### src/rtl/core/pan_tilt_tracking_controller_macros.svh
// Assertion macros for the pan/tilt tracking controller.
// Expects clk_i and rst_ni in the scope of every use.
`ifndef PAN_TILT_TRACKING_CONTROLLER_MACROS_SVH
`define PAN_TILT_TRACKING_CONTROLLER_MACROS_SVH

// same-cycle implication, masked during reset
`define PTT_ASSERT_IMP(lbl, ante, cons) \
  lbl: assert property (@(posedge clk_i) disable iff (!rst_ni) (ante) |-> (cons)) \
    else $error("pan/tilt controller assertion failed");

// next-cycle implication, masked during reset
`define PTT_ASSERT_NXT(lbl, ante, cons) \
  lbl: assert property (@(posedge clk_i) disable iff (!rst_ni) (ante) |=> (cons)) \
    else $error("pan/tilt controller assertion failed");

`endif

### src/rtl/core/ptt_pkg.sv
// Shared widths, constants and types of the pan/tilt tracking controller.
// No dependencies.
`default_nettype none

package ptt_pkg;

  localparam int unsigned POS_FRAC_BITS  = 12;
  localparam int unsigned GAIN_FRAC_BITS = 16;
  localparam int unsigned GAIN_W         = 20;
  localparam int unsigned DB_W           = 12;
  localparam int unsigned RUN_W          = 8;
  localparam int unsigned DELAY_W        = 20;
  // shared multiplier: gain by one chunk of the operand magnitude, or delay by the reciprocal
  localparam int unsigned CHUNK_W        = 24;
  localparam int unsigned MUL_P_W        = GAIN_W + CHUNK_W;
  // control value: three terms of up to 2^60 each
  localparam int unsigned C_W            = 63;
  localparam int unsigned DIV_W          = C_W - 1;

  localparam logic [DELAY_W-1:0] DELAY_MAX = 20'd1000000;

  // 1000 in Q.(POS+GAIN); delay = DIV_NUM / |C|
  localparam logic [63:0] DIV_NUM   = 64'(1000) << (POS_FRAC_BITS + GAIN_FRAC_BITS);
  // |C| at or below this gives a quotient above DELAY_MAX
  localparam logic [63:0] DIV_SAT_T = DIV_NUM / (64'(DELAY_MAX) + 64'd1);

  typedef struct packed {
    logic busy;
    logic done;
  } ptt_div_stat_t;

endpackage

`default_nettype wire

### src/rtl/core/pan_tilt_tracking_controller.sv
// Tracking update, per axis: three gain terms on the shared multiplier, each taken in
// ceil(INTEGRAL_WIDTH/24) chunks, then the serial divider, which is skipped when the
// control saturates the delay. Manual event: one output beat per pressed button.
// One item at a time; the next is taken while the last beat waits.
// Reset (async, active low) loads register defaults and clears integrals and errors.
`default_nettype none

module pan_tilt_tracking_controller #(
  parameter int unsigned INTEGRAL_WIDTH = 32
) (
  input  logic                                 clk_i,
  input  logic                                 rst_ni,
  input  logic                                 cfg_we_i,
  input  logic [2:0]                           cfg_index_i,
  input  logic [ptt_pkg::GAIN_W-1:0]           cfg_data_i,
  input  logic                                 in_valid_i,
  output logic                                 in_stall_o,
  input  logic                                 command_i,
  input  logic [ptt_pkg::POS_FRAC_BITS-1:0]    face_x_i,
  input  logic [ptt_pkg::POS_FRAC_BITS-1:0]    face_y_i,
  input  logic                                 button_up_i,
  input  logic                                 button_down_i,
  input  logic                                 button_left_i,
  input  logic                                 button_right_i,
  output logic                                 out_valid_o,
  input  logic                                 out_stall_i,
  output logic                                 axis_o,
  output logic [ptt_pkg::RUN_W-1:0]            run_time_o,
  output logic [ptt_pkg::DELAY_W-1:0]          step_delay_o,
  output logic                                 reverse_o,
  output logic                                 last_o
);
  import ptt_pkg::*;

  `include "pan_tilt_tracking_controller_macros.svh"

  localparam int unsigned IW     = INTEGRAL_WIDTH;
  localparam int unsigned EW     = POS_FRAC_BITS + 1;
  localparam int unsigned DW     = POS_FRAC_BITS + 2;
  localparam int unsigned NCHUNK = (IW + CHUNK_W - 1) / CHUNK_W;
  localparam int unsigned MAGW   = NCHUNK * CHUNK_W;
  localparam int unsigned PW     = GAIN_W + MAGW;
  localparam int unsigned TERM_W = 61;
  localparam int unsigned SATW   = (PW > TERM_W) ? PW : TERM_W;
  localparam int unsigned CKW    = $clog2(NCHUNK + 1);
  localparam int unsigned RT_SHIFT = 30;
  localparam int unsigned QUO_W    = 10;

  localparam logic [2:0] CFG_MODE   = 3'd0;
  localparam logic [2:0] CFG_GAIN_P = 3'd1;
  localparam logic [2:0] CFG_GAIN_I = 3'd2;
  localparam logic [2:0] CFG_GAIN_D = 3'd3;
  localparam logic [2:0] CFG_DB     = 3'd4;

  localparam logic [1:0] MODE_TRACK  = 2'd1;
  localparam logic [1:0] MODE_MANUAL = 2'd2;

  localparam logic [1:0] TERM_P = 2'd0;
  localparam logic [1:0] TERM_I = 2'd1;
  localparam logic [1:0] TERM_D = 2'd2;

  localparam logic [EW-1:0]     POS_HALF   = EW'(1) << (POS_FRAC_BITS - 1);
  localparam logic [IW-1:0]     INT_MAX    = {1'b0, {(IW-1){1'b1}}};
  localparam logic [IW-1:0]     INT_MIN    = {1'b1, {(IW-1){1'b0}}};
  localparam logic [TERM_W-1:0] TERM_LIMIT = {1'b1, {(TERM_W-1){1'b0}}};
  localparam logic [RUN_W-1:0]  RUN_BASE   = 8'd198;
  localparam logic [RUN_W-1:0]  MAN_RUN    = 8'd195;
  localparam logic [DELAY_W-1:0] MAN_DELAY = 20'd2000;
  // ceil(2^30 / 1000): exact floor(delay / 1000) for every delay up to DELAY_MAX
  localparam logic [CHUNK_W-1:0] RECIP_M   = 24'd1073742;

  typedef enum logic [3:0] {
    S_IDLE, S_PREP, S_MUL, S_TERM, S_DIV_GO, S_DIV_WAIT, S_RT_MUL, S_EMIT, S_MAN
  } state_e;

  function automatic logic [EW-1:0] axis_err(input logic [POS_FRAC_BITS-1:0] pos,
                                             input logic [DB_W-1:0] db);
    logic [EW-1:0] e;
    logic [EW-1:0] m;
    e = {1'b0, pos} - POS_HALF;
    m = e[EW-1] ? (~e + 1'b1) : e;
    return (m <= EW'(db)) ? '0 : e;
  endfunction

  function automatic logic [MAGW-1:0] mag_of(input logic [IW-1:0] v);
    logic [IW:0] w;
    w = {v[IW-1], v};
    if (v[IW-1]) begin
      w = ~w + 1'b1;
    end
    return MAGW'(w);
  endfunction

  // configuration
  logic [1:0]        mode_q;
  logic [GAIN_W-1:0] gain_p_q;
  logic [GAIN_W-1:0] gain_i_q;
  logic [GAIN_W-1:0] gain_d_q;
  logic [DB_W-1:0]   dead_band_q;

  // sequencer and datapath state
  state_e             state_q;
  logic               ax_q;
  logic [EW-1:0]      err_x_q;
  logic [EW-1:0]      err_y_q;
  logic [IW-1:0]      integ_x_q;
  logic [IW-1:0]      integ_y_q;
  logic [EW-1:0]      prev_x_q;
  logic [EW-1:0]      prev_y_q;
  logic [IW-1:0]      op_s_q;
  logic [DW-1:0]      op_d_q;
  logic [1:0]         t_q;
  logic [MAGW-1:0]    mag_sh_q;
  logic               term_neg_q;
  logic [CKW-1:0]     ck_left_q;
  logic               pend_q;
  logic [PW-1:0]      acc_q;
  logic [C_W-1:0]     c_acc_q;
  logic [DELAY_W-1:0] delay_q;
  logic [3:0]         btn_q;

  // output register
  logic               out_valid_q;
  logic               axis_q;
  logic [RUN_W-1:0]   run_q;
  logic [DELAY_W-1:0] step_delay_q;
  logic               reverse_q;
  logic               last_q;

  // combinational
  logic               in_acc;
  logic               slot_free;
  logic               out_load;
  logic [EW-1:0]      ex_new;
  logic [EW-1:0]      ey_raw;
  logic [EW+1:0]      ey3;
  logic [EW-1:0]      ey_new;
  logic [EW-1:0]      cur_e;
  logic [IW-1:0]      cur_integ;
  logic [EW-1:0]      cur_prev;
  logic [IW:0]        int_sum;
  logic [IW-1:0]      int_sat;
  logic [DW-1:0]      diff_e;
  logic [IW-1:0]      e_ext;
  logic [IW-1:0]      next_op;
  logic [GAIN_W-1:0]  gain_sel;
  logic [SATW-1:0]    acc_ext;
  logic [TERM_W-1:0]  tsat;
  logic [C_W-1:0]     tsat_ext;
  logic [C_W-1:0]     c_abs;
  logic               mul_en;
  logic [GAIN_W-1:0]  mul_a;
  logic [CHUNK_W-1:0] mul_b;
  logic [MUL_P_W-1:0] mul_p;
  logic [QUO_W-1:0]   quo;
  logic [RUN_W-1:0]   run_calc;
  logic [3:0]         btn_pick;
  logic [3:0]         btn_rest;
  logic               man_axis;
  logic               man_rev;
  ptt_div_stat_t      div_stat;
  logic [DELAY_W-1:0] div_quot;
  logic               div_start;

  always_ff @(posedge clk_i or negedge rst_ni) begin
    if (!rst_ni) begin
      mode_q      <= '0;
      gain_p_q    <= 20'd98304;
      gain_i_q    <= 20'd164;
      gain_d_q    <= 20'd164;
      dead_band_q <= 12'd164;
    end else if (cfg_we_i) begin
      unique case (cfg_index_i)
        CFG_MODE:   mode_q      <= cfg_data_i[1:0];
        CFG_GAIN_P: gain_p_q    <= cfg_data_i;
        CFG_GAIN_I: gain_i_q    <= cfg_data_i;
        CFG_GAIN_D: gain_d_q    <= cfg_data_i;
        CFG_DB:     dead_band_q <= cfg_data_i[DB_W-1:0];
        default: ;
      endcase
    end
  end

  always_comb begin
    in_acc    = in_valid_i && (state_q == S_IDLE);
    slot_free = !out_valid_q || !out_stall_i;
    out_load  = slot_free && ((state_q == S_EMIT) || (state_q == S_MAN));

    ex_new = axis_err(face_x_i, dead_band_q);
    ey_raw = axis_err(face_y_i, dead_band_q);
    // 3/4 scaling, rounded toward zero
    ey3 = {{2{ey_raw[EW-1]}}, ey_raw} + {ey_raw[EW-1], ey_raw, 1'b0};
    if (ey3[EW+1]) begin
      ey3 = ey3 + (EW+2)'(3);
    end
    ey_new = ey3[EW+1:2];

    cur_e     = ax_q ? err_y_q   : err_x_q;
    cur_integ = ax_q ? integ_y_q : integ_x_q;
    cur_prev  = ax_q ? prev_y_q  : prev_x_q;
    int_sum   = {cur_integ[IW-1], cur_integ} + {{(IW+1-EW){cur_e[EW-1]}}, cur_e};
    if (int_sum[IW] != int_sum[IW-1]) begin
      int_sat = int_sum[IW] ? INT_MIN : INT_MAX;
    end else begin
      int_sat = int_sum[IW-1:0];
    end
    diff_e = {cur_e[EW-1], cur_e} - {cur_prev[EW-1], cur_prev};
    e_ext  = {{(IW-EW){cur_e[EW-1]}}, cur_e};
    next_op = (t_q == TERM_P) ? op_s_q : {{(IW-DW){op_d_q[DW-1]}}, op_d_q};

    case (t_q)
      TERM_P:  gain_sel = gain_p_q;
      TERM_I:  gain_sel = gain_i_q;
      default: gain_sel = gain_d_q;
    endcase

    acc_ext  = SATW'(acc_q);
    tsat     = (acc_ext > SATW'(TERM_LIMIT)) ? TERM_LIMIT : acc_ext[TERM_W-1:0];
    tsat_ext = C_W'(tsat);
    c_abs    = c_acc_q[C_W-1] ? (~c_acc_q + 1'b1) : c_acc_q;

    mul_en = ((state_q == S_MUL) && (ck_left_q != '0)) || (state_q == S_RT_MUL);
    mul_a  = (state_q == S_RT_MUL) ? delay_q : gain_sel;
    mul_b  = (state_q == S_RT_MUL) ? RECIP_M : mag_sh_q[MAGW-1 -: CHUNK_W];

    quo      = mul_p[RT_SHIFT +: QUO_W];
    run_calc = (quo >= QUO_W'(RUN_BASE)) ? '0 : RUN_W'(QUO_W'(RUN_BASE) - quo);

    // button order: up, down, left, right
    if (btn_q[3]) begin
      btn_pick = 4'b1000; man_axis = 1'b1; man_rev = 1'b1;
    end else if (btn_q[2]) begin
      btn_pick = 4'b0100; man_axis = 1'b1; man_rev = 1'b0;
    end else if (btn_q[1]) begin
      btn_pick = 4'b0010; man_axis = 1'b0; man_rev = 1'b1;
    end else begin
      btn_pick = 4'b0001; man_axis = 1'b0; man_rev = 1'b0;
    end
    btn_rest = btn_q & ~btn_pick;

    div_start = (state_q == S_DIV_GO);
  end

  ptt_mul u_mul (
    .clk_i (clk_i),
    .en_i  (mul_en),
    .a_i   (mul_a),
    .b_i   (mul_b),
    .p_o   (mul_p)
  );

  ptt_div u_div (
    .clk_i     (clk_i),
    .rst_ni    (rst_ni),
    .start_i   (div_start),
    .divisor_i (c_abs[DIV_W-1:0]),
    .stat_o    (div_stat),
    .quot_o    (div_quot)
  );

  always_ff @(posedge clk_i or negedge rst_ni) begin
    if (!rst_ni) begin
      state_q      <= S_IDLE;
      ax_q         <= 1'b0;
      err_x_q      <= '0;
      err_y_q      <= '0;
      integ_x_q    <= '0;
      integ_y_q    <= '0;
      prev_x_q     <= '0;
      prev_y_q     <= '0;
      op_s_q       <= '0;
      op_d_q       <= '0;
      t_q          <= TERM_P;
      mag_sh_q     <= '0;
      term_neg_q   <= 1'b0;
      ck_left_q    <= '0;
      pend_q       <= 1'b0;
      acc_q        <= '0;
      c_acc_q      <= '0;
      delay_q      <= '0;
      btn_q        <= '0;
      out_valid_q  <= 1'b0;
      axis_q       <= 1'b0;
      run_q        <= '0;
      step_delay_q <= '0;
      reverse_q    <= 1'b0;
      last_q       <= 1'b0;
    end else begin
      if (out_load) begin
        out_valid_q <= 1'b1;
      end else if (!out_stall_i) begin
        out_valid_q <= 1'b0;
      end

      unique case (state_q)
        S_IDLE: begin
          if (in_acc) begin
            if ((mode_q == MODE_TRACK) && !command_i) begin
              err_x_q <= ex_new;
              err_y_q <= ey_new;
              ax_q    <= 1'b0;
              state_q <= S_PREP;
            end else if ((mode_q == MODE_MANUAL) && command_i &&
                         (button_up_i || button_down_i || button_left_i || button_right_i)) begin
              btn_q   <= {button_up_i, button_down_i, button_left_i, button_right_i};
              state_q <= S_MAN;
            end
          end
        end

        S_PREP: begin
          if (ax_q) begin
            integ_y_q <= int_sat;
            prev_y_q  <= cur_e;
          end else begin
            integ_x_q <= int_sat;
            prev_x_q  <= cur_e;
          end
          op_s_q     <= int_sat;
          op_d_q     <= diff_e;
          t_q        <= TERM_P;
          mag_sh_q   <= mag_of(e_ext);
          term_neg_q <= cur_e[EW-1];
          ck_left_q  <= CKW'(NCHUNK);
          pend_q     <= 1'b0;
          acc_q      <= '0;
          c_acc_q    <= '0;
          state_q    <= S_MUL;
        end

        S_MUL: begin
          // top chunk first; the product lands in the cycle after issue
          if (ck_left_q != '0) begin
            mag_sh_q  <= mag_sh_q << CHUNK_W;
            ck_left_q <= ck_left_q - 1'b1;
          end
          pend_q <= (ck_left_q != '0);
          if (pend_q) begin
            acc_q <= (acc_q << CHUNK_W) + PW'(mul_p);
          end
          if ((ck_left_q == '0) && pend_q) begin
            state_q <= S_TERM;
          end
        end

        S_TERM: begin
          c_acc_q <= term_neg_q ? (c_acc_q - tsat_ext) : (c_acc_q + tsat_ext);
          if (t_q == TERM_D) begin
            state_q <= S_DIV_GO;
          end else begin
            t_q        <= t_q + 1'b1;
            mag_sh_q   <= mag_of(next_op);
            term_neg_q <= next_op[IW-1];
            ck_left_q  <= CKW'(NCHUNK);
            pend_q     <= 1'b0;
            acc_q      <= '0;
            state_q    <= S_MUL;
          end
        end

        S_DIV_GO: begin
          state_q <= S_DIV_WAIT;
        end

        S_DIV_WAIT: begin
          if (div_stat.done) begin
            delay_q <= div_quot;
            state_q <= S_RT_MUL;
          end
        end

        S_RT_MUL: begin
          state_q <= S_EMIT;
        end

        S_EMIT: begin
          if (slot_free) begin
            axis_q       <= ax_q;
            run_q        <= run_calc;
            step_delay_q <= delay_q;
            reverse_q    <= c_acc_q[C_W-1];
            last_q       <= ax_q;
            if (ax_q) begin
              state_q <= S_IDLE;
            end else begin
              ax_q    <= 1'b1;
              state_q <= S_PREP;
            end
          end
        end

        S_MAN: begin
          if (slot_free) begin
            axis_q       <= man_axis;
            run_q        <= MAN_RUN;
            step_delay_q <= MAN_DELAY;
            reverse_q    <= man_rev;
            last_q       <= (btn_rest == '0);
            btn_q        <= btn_rest;
            if (btn_rest == '0) begin
              state_q <= S_IDLE;
            end
          end
        end

        default: state_q <= S_IDLE;
      endcase
    end
  end

  assign in_stall_o   = (state_q != S_IDLE);
  assign out_valid_o  = out_valid_q;
  assign axis_o       = axis_q;
  assign run_time_o   = run_q;
  assign step_delay_o = step_delay_q;
  assign reverse_o    = reverse_q;
  assign last_o       = last_q;

  `PTT_ASSERT_IMP(a_delay_range, out_valid_o, step_delay_o <= DELAY_MAX)
  `PTT_ASSERT_IMP(a_sat_run_zero, out_valid_o && (step_delay_o == DELAY_MAX), run_time_o == '0)
  `PTT_ASSERT_IMP(a_no_overwrite, out_load && out_valid_q, !out_stall_i)
  `PTT_ASSERT_NXT(a_div_started, state_q == S_DIV_GO, div_stat.busy || div_stat.done)

endmodule

`default_nettype wire

### src/rtl/core/ptt_mul.sv
// Shared unsigned multiplier with registered product.
// Depends on ptt_pkg.
`default_nettype none

module ptt_mul (
  input  logic                          clk_i,
  input  logic                          en_i,
  input  logic [ptt_pkg::GAIN_W-1:0]    a_i,
  input  logic [ptt_pkg::CHUNK_W-1:0]   b_i,
  output logic [ptt_pkg::MUL_P_W-1:0]   p_o
);
  import ptt_pkg::*;

  logic [MUL_P_W-1:0] p_q;

  always_ff @(posedge clk_i) begin
    if (en_i) begin
      p_q <= MUL_P_W'(a_i) * MUL_P_W'(b_i);
    end
  end

  assign p_o = p_q;

endmodule

`default_nettype wire

### src/rtl/core/ptt_div.sv
// Serial restoring divider for the step delay: DIV_NUM / divisor, one bit a cycle,
// saturated at DELAY_MAX. Depends on ptt_pkg.
`default_nettype none

module ptt_div (
  input  logic                          clk_i,
  input  logic                          rst_ni,
  input  logic                          start_i,
  input  logic [ptt_pkg::DIV_W-1:0]     divisor_i,
  output ptt_pkg::ptt_div_stat_t        stat_o,
  output logic [ptt_pkg::DELAY_W-1:0]   quot_o
);
  import ptt_pkg::*;

  localparam int unsigned STEPS = DELAY_W;
  localparam int unsigned CNT_W = $clog2(STEPS + 1);

  logic              busy_q;
  logic              done_q;
  logic [CNT_W-1:0]  cnt_q;
  logic [DIV_W-1:0]  rem_q;
  logic [DIV_W-1:0]  den_q;
  logic [STEPS-1:0]  num_q;
  logic [STEPS-1:0]  quot_q;
  logic [DIV_W:0]    trial;
  logic [DIV_W:0]    diff;
  logic              fits;

  always_comb begin
    trial = {rem_q, num_q[STEPS-1]};
    diff  = trial - {1'b0, den_q};
    fits  = (trial >= {1'b0, den_q});
  end

  always_ff @(posedge clk_i or negedge rst_ni) begin
    if (!rst_ni) begin
      busy_q <= 1'b0;
      done_q <= 1'b0;
      cnt_q  <= '0;
      rem_q  <= '0;
      den_q  <= '0;
      num_q  <= '0;
      quot_q <= '0;
    end else begin
      done_q <= 1'b0;
      if (start_i) begin
        den_q <= divisor_i;
        if (divisor_i <= DIV_W'(DIV_SAT_T)) begin
          quot_q <= DELAY_MAX;
          done_q <= 1'b1;
        end else begin
          // quotient fits STEPS bits, so the high numerator bits are a plain preload
          rem_q  <= DIV_W'(DIV_NUM >> STEPS);
          num_q  <= DIV_NUM[STEPS-1:0];
          quot_q <= '0;
          cnt_q  <= CNT_W'(STEPS);
          busy_q <= 1'b1;
        end
      end else if (busy_q) begin
        rem_q  <= fits ? diff[DIV_W-1:0] : trial[DIV_W-1:0];
        quot_q <= {quot_q[STEPS-2:0], fits};
        num_q  <= num_q << 1;
        cnt_q  <= cnt_q - 1'b1;
        if (cnt_q == CNT_W'(1)) begin
          busy_q <= 1'b0;
          done_q <= 1'b1;
        end
      end
    end
  end

  assign stat_o.busy = busy_q;
  assign stat_o.done = done_q;
  assign quot_o      = quot_q;

endmodule

`default_nettype wire
### config.mk
export PLATFORM = sky130hd
export DESIGN_NAME = pan_tilt_tracking_controller
export DESIGN_NICKNAME = d
export VERILOG_FILES = /design/src/rtl/core/ptt_pkg.sv /design/src/rtl/core/pan_tilt_tracking_controller.sv /design/src/rtl/core/ptt_mul.sv /design/src/rtl/core/ptt_div.sv
export VERILOG_INCLUDE_DIRS = /design/src /design/src/rtl/core
export SDC_FILE = /design/constraint.sdc
export NUM_CORES = 2
export LEC_CHECK = 0
export BUFFER_PORTS_ARGS = -buffer_cell sky130_fd_sc_hd__buf_4
export CAP_MARGIN = 10
export CORE_MARGIN = 2
export CORE_UTILIZATION = 45
export DETAILED_ROUTE_END_ITERATION = 10
export SYNTH_ARGS = -nofsm -noshare
export SYNTH_HDL_FRONTEND = slang
export SYNTH_SLANG_ARGS = --single-unit
### constraint.sdc
create_clock -name clk_i -period 12.5 [get_ports clk_i]
set_input_delay 1.875 -clock clk_i [delete_from_list [all_inputs] [get_ports clk_i]]
set_output_delay 1.875 -clock clk_i [all_outputs]
set_load 0.02 [all_outputs]
Yosys cells after proc, flatten, opt, wreduce, memory -nomap -nowiden
Index checks and enable logic that the tools add are counted.
{"block": "word_totals", "mem_count": 0, "out_inout_bits": 33, "ram_bits": 0, "elab_cells": 253, "input_bits": 57, "rom_bits": 0, "register_bits": 697, "latchBits": 0}
{"block": "classes", "order_cmp": 6, "n_reduce_logical": 47, "n_addsub": 19, "n_div": 0, "n_shift": 0, "multipliers": 1, "n_bitwise": 8, "n_eq_ne": 33, "muxes": 101}
{"cell": "$mux 62", "n": 5}
{"cell": "$pmux 68 s3", "n": 1}
{"cell": "$mux 20", "n": 9}
{"cell": "$pmux 48 s3", "n": 1}
{"cell": "$mux 68", "n": 2}
{"cell": "$mux 32", "n": 4}
{"cell": "$pmux 63 s2", "n": 1}
{"cell": "$mux 48", "n": 2}
{"cell": "$pmux 20 s2", "n": 2}
{"cell": "$mux 13", "n": 6}
{"cell": "$add 68x44->68", "n": 1}
{"cell": "$gt 68x61->1 const B", "n": 1}
{"cell": "$add 33x1->33 const B", "n": 2}
{"cell": "$mux 33", "n": 2}
{"cell": "$not 33->33", "n": 2}
{"cell": "$add 63x61->63", "n": 1}
{"cell": "$ge 63x62->1", "n": 1}
{"cell": "$mux 63", "n": 1}
{"cell": "$sub 63x61->63", "n": 1}
{"cell": "$add 62x1->62 const B", "n": 1}
{"cell": "$le 62x19->1 const B", "n": 1}
{"cell": "$not 62->62", "n": 1}
{"cell": "$sub 62x62->62", "n": 1}
{"cell": "$mux 61", "n": 1}
{"cell": "other kinds (60)", "n": 165}

Longest topological paths before layout
{"block": "depth", "word_depth": 9, "mapped_depth": 38}

Hierarchy
Synthesis repeated with hierarchy kept, for this count alone.
{"block": "hier_totals", "hier_cells": 6969, "hier_area_um2": 60367.9}
{"mod": "pan_tilt_tracking_controller", "seq_area_each_um2": 12050.3, "cells_per_inst": 3822, "n_inst": 1, "area_per_inst_um2": 32797.7}
{"mod": "ptt_mul", "seq_area_each_um2": 1321.3, "cells_per_inst": 1901, "n_inst": 1, "area_per_inst_um2": 17331.6}
{"mod": "ptt_div", "seq_area_each_um2": 3778.6, "cells_per_inst": 1246, "n_inst": 1, "area_per_inst_um2": 10238.6}

Worst setup path before layout
No wires, ideal clock.
{"block": "synth_timing", "kind": "flip-flop to flip-flop", "start": "register t_q[0]", "end": "register u_mul.p_q[43] (netlist: u_mul.p_o[43]), data pin", "path_stages_with_launch": 35, "arrival_time_ns": 9.028, "required_time_ns": 12.240, "slack_ns": 3.212, "n_path_buf": 7, "path_cell_list": "dfrtp_1 -> inv_1 -> ha_1 -> clkbuf_1 -> clkbuf_1 -> clkbuf_1 -> buf_1 -> buf_1 -> buf_1 -> a22oi_1 -> a21oi_1 -> clkbuf_1 -> nand2_1 -> fa_1 -> inv_1 -> fa_1 -> fa_1 -> fa_1 -> fa_1 -> fa_1 -> inv_1 -> fa_1 -> inv_1 -> ha_1 -> a21o_1 -> a21o_1 -> a21oi_1 -> o21bai_1 -> and3_1 -> a21oi_1 -> o21ai_0 -> o41a_1 -> a211oi_1 -> o21bai_1 -> xnor2_1"}
{"block": "synth_between", "elab_chain_len": 4, "word_cells_on_any_way": 5}
{"element": "from (decl)", "line": "pan_tilt_tracking_controller.sv:112", "text": "logic [1:0] t_q;"}
{"element": "from (signal assigned)", "line": "pan_tilt_tracking_controller.sv:351", "text": "t_q <= t_q + 1'b1;"}
{"element": "$eq 2x1->1 / $logic_not 2->1 (equally long branches)", "line": "pan_tilt_tracking_controller.sv:211", "text": "case (t_q)"}
{"element": "$pmux 20 s2 (*)", "line": "pan_tilt_tracking_controller.sv:211"}
{"element": "$mux 20 (*)", "line": "pan_tilt_tracking_controller.sv:223", "text": "mul_a = (state_q == S_RT_MUL) ? delay_q : gain_sel;"}
{"element": "$mul 20x24->44 (*)", "line": "ptt_mul.sv:18", "text": "p_q <= MUL_P_W'(a_i) * MUL_P_W'(b_i);"}
{"element": "to (signal assigned)", "line": "ptt_mul.sv:18"}
{"element": "to (decl)", "line": "ptt_mul.sv:14", "text": "logic [MUL_P_W-1:0] p_q;"}
Mark *: on every way between the ends. The rest lies on a longest branch, timed or not.
A chain may end at the register's enable or synchronous reset.

Worst setup path after layout
{"block": "layout_timing", "start": "register t_q[1]", "end": "register u_mul.p_q[42] (netlist: u_mul.p_o[42]), data pin"}
Same word-level chain as after synthesis.

==> flow_metrics.py <==
metrics = {
    "setup_path": {
        "cp_common_cell": "fa_1",
        "worst_path_largest_cell_delay_ns": 0.90,
        "crit_family": "adder cells",
        "critPathKind": "reg -> reg",
        "reg2reg_depth": 32,
        "worstReg2RegStart": "t_q[1]",
        "required_ns": 12.91,
        "critPathLaunchType": "register",
        "slowest_stage": "nor2_1",
        "endpoint_kind": "register",
        "path_max_fanout": 21,
        "arrival_ns": 9.90,
        "r2r_slack_ns": 3.01,
        "cp_num_buf_inv": 8,
        "reg2reg_to": "u_mul.p_o[42]",
    },
    "sta": {
        "min_period_ns": 9.49,
        "setup_violations": 0,
        "rsz0062_at_grt": "false",
        "max_slew.worst_pin.slew_ns": 1.31,
        "max-slew-margin-rel_pct": 12.9,
        "finalCritPeriodShare_pct": 75.9,
        "skew_ns": 0.0453,
        "fin_setup_tns_ns": 0,
        "max_freq_ghz": 0.105,
        "hold_viol_final": 0,
        "finalMaxSlewViolations": 0,
    },
    "worst_hold_path": {
        "whs_endpoint": "prev_y_q[3]",
        "hold_start": "err_y_q[3]",
        "hold_depth": 2,
        "hold_class": "reg -> reg",
    },
    "logic_synthesis": {
        "ys_seq_area_share_pct": 28.7,
        "synth-seq-cells": 676,
        "synth_nets": 7749,
        "syn_avg_cell_area_sq_um": 8.66,
        "synth_top_area_cell": "dfrtp_1",
        "synth_warnings": 0,
        "yosysUniqueCellTypes": 88,
        "synth-edff-count": 44,
        "synthArstFlopShare_pct": 93.5,
        "syn_area_sq_mm": 0.0598,
        "yosysTopAreaCellShare_pct": 26.0,
        "yosys-top-cells-area": "dfrtp_1 26%, fa_1 13%, ha_1 8.2%, nand2_1 6.3%, o21ai_0 4.8%",
        "synth_ff_type": "dfrtp_1",
        "syn_inst": 6901,
    },
    "drt": {
        "drtAntennaViolNets": 0,
        "drt_iter0_markers": 3256,
        "first_pass_iters": 5,
        "wirelength_mm": 174,
        "drc": 0,
        "dr_total_vias": 48454,
        "vias_per_cell": 5.61,
        "wl_per_cell_microns": 20.2,
    },
    "global_route": {
        "grt_pass1_wl_mm": 276,
        "grt_max_degree": 151,
        "overflow": 0,
        "antenna_found_initial": 0,
        "first_global_vias": 48257,
        "grt_usage_pct": 25.5,
    },
    "finish": {
        "fillers": 12588,
        "nets": 7656,
        "antenna_cells": 0,
        "area_growth_syn_to_layout_pct": 8.54,
        "drive_gt1_share_pct": 8.03,
        "layout_common_cells": "1007 x nand2_1, 618 x dfrtp_1, 613 x inv_1",
        "final_common_cell": "nand2_1",
    },
    "clock_network": {
        "cts_setup_buffers": 0,
        "cts.clk_slew.worst_paths_ns": 0.06,
        "cts_sinks": 676,
        "clk_path_buf_depth": 3,
        "cts_buffers": 82,
        "cts_root_buffer": "clkbuf_16",
        "hold_buffers": 0,
        "worst_skew_pair.late_latency_ns": 0.70,
        "htreeDepth": 3,
        "post_cts_resized": 0,
        "cts_tree": "done",
    },
    "floorplanning": {
        "die_y_microns": 368,
        "die_w_microns": 368,
        "ios": 90,
        "die_area_sq_mm": 0.136,
        "start_util_pct": 45.4,
        "core_region_area_sq_mm": 0.132,
        "rows": 133,
    },
    "job": {
        "maxCapViolations": 0,
    },
    "placed_design": {
        "post-dp-hpwl_mm": 132,
        "io_buffers": 89,
        "gp_congestion": 0.939,
    },
    "run_status": {
        "status": "complete, no violations",
    },
}
## cell usage after synthesis (33+ instances only)
| cell type | count |
|---|---|
| a21o_1 | 148 |
| a21oi_1 | 358 |
| a22o_1 | 60 |
| a22oi_1 | 56 |
| a31oi_1 | 33 |
| and2_1 | 192 |
| and3_1 | 46 |
| clkbuf_1 | 319 |
| dfrtp_1 | 621 |
| edfxtp_1 | 44 |
| fa_1 | 398 |
| ha_1 | 393 |
| inv_1 | 613 |
| mux2_2 | 133 |
| mux2i_1 | 55 |
| nand2_1 | 1010 |
| nand2b_1 | 72 |
| nand3_1 | 81 |
| nand4_1 | 49 |
| nor2_1 | 436 |
| nor2b_1 | 52 |
| nor3_1 | 84 |
| nor4_1 | 41 |
| o21ai_0 | 573 |
| o21ai_1 | 60 |
| o21bai_1 | 43 |
| o31ai_1 | 53 |
| or2_2 | 37 |
| or3_1 | 37 |
| xnor2_1 | 185 |
| xor2_1 | 221 |
## how the worst max path moves through the flow
stage                     slack, ns  cells after the start       endpoint  startpoint
final                          3.01                     32  u_mul.p_o[42]      t_q[1]
after floorplan                3.21                     34  u_mul.p_o[43]      t_q[0]
after global placement         3.21                     28  u_mul.p_o[43]      t_q[0]
after global routing           2.47                     32  u_mul.p_o[42]      t_q[1]
after CTS                      3.04                     32  u_mul.p_o[42]      t_q[1]
after detailed placement       3.08                     32  u_mul.p_o[42]      t_q[1]
## worst reg2reg max path: cells and delay by family (launching register included)
kind | cells | cell delay (ns)
AND/OR/NAND/NOR | 5 | 1.85
flip-flops | 1 | 0.37
XOR/XNOR | 1 | 0.10
AO/OA/AOI/OAI | 9 | 2.21
adder cells (fa/ha/maj) | 9 | 3.75
buffers and inverters | 8 | 0.96
## state kept, by name, indices dropped and copies added, names as in the netlist, 32 cells and up
register,count
acc_ext,68
c_acc_q,63
u_div.den_q,62
u_div.rem_q,62
mag_sh_q,48
u_mul.p_o,44
integ_x_q,32
integ_y_q,32
op_s_q,32
## stage by stage
stage	utilization, %	hold WS [ns]	instance area, sq um	setup WS (ns)	instances
floorplan	-	0.440	59800	3.21	6901
global placement	47.1	0.457	62000	3.21	8478
detailed placement	47.1	0.459	62000	3.08	8478
CTS	49.3	0.453	64900	3.04	8629
global route	49.3	0.486	64900	2.47	8630
finish	49.3	0.455	64900	3.01	8630
## area by class of cell
cell class / count / area [sq um] / share of cell area (%)
Clock inverter: 34 / 393 / 0.606
Sequential cell: 676 / 17200 / 26.4
Clock buffer: 117 / 2430 / 3.74
Inverter: 614 / 2300 / 3.55
Tap cell: 1755 / 2200 / 3.38
Multi-Input combinational cell: 5249 / 39000 / 60.1
Timing Repair Buffer: 185 / 1420 / 2.19
## kinds of logic after synthesis
logic type	synth area share, %
DFF	28.7
and+or+nand+nor	17.3
xor gates and xnor gates	5.95
buffers and inverters	6.27
AOI/OAI and AO/OA	16.8
muxes	3.43
adders and majority gates	21.6
## layer usage
| metal | track usage (%) | routed length (microns) |
|---|---|---|
| met2 | 43.2 | 83400 |
| met1 | 33.2 | 75500 |
| met3 | 3.91 | 9600 |
| met5 | 0 | 0 |
| met4 | 8.76 | 6050 |
Power is not shown: default switching activity piles up to over one toggle a cycle in this logic, so the estimate is an artifact.
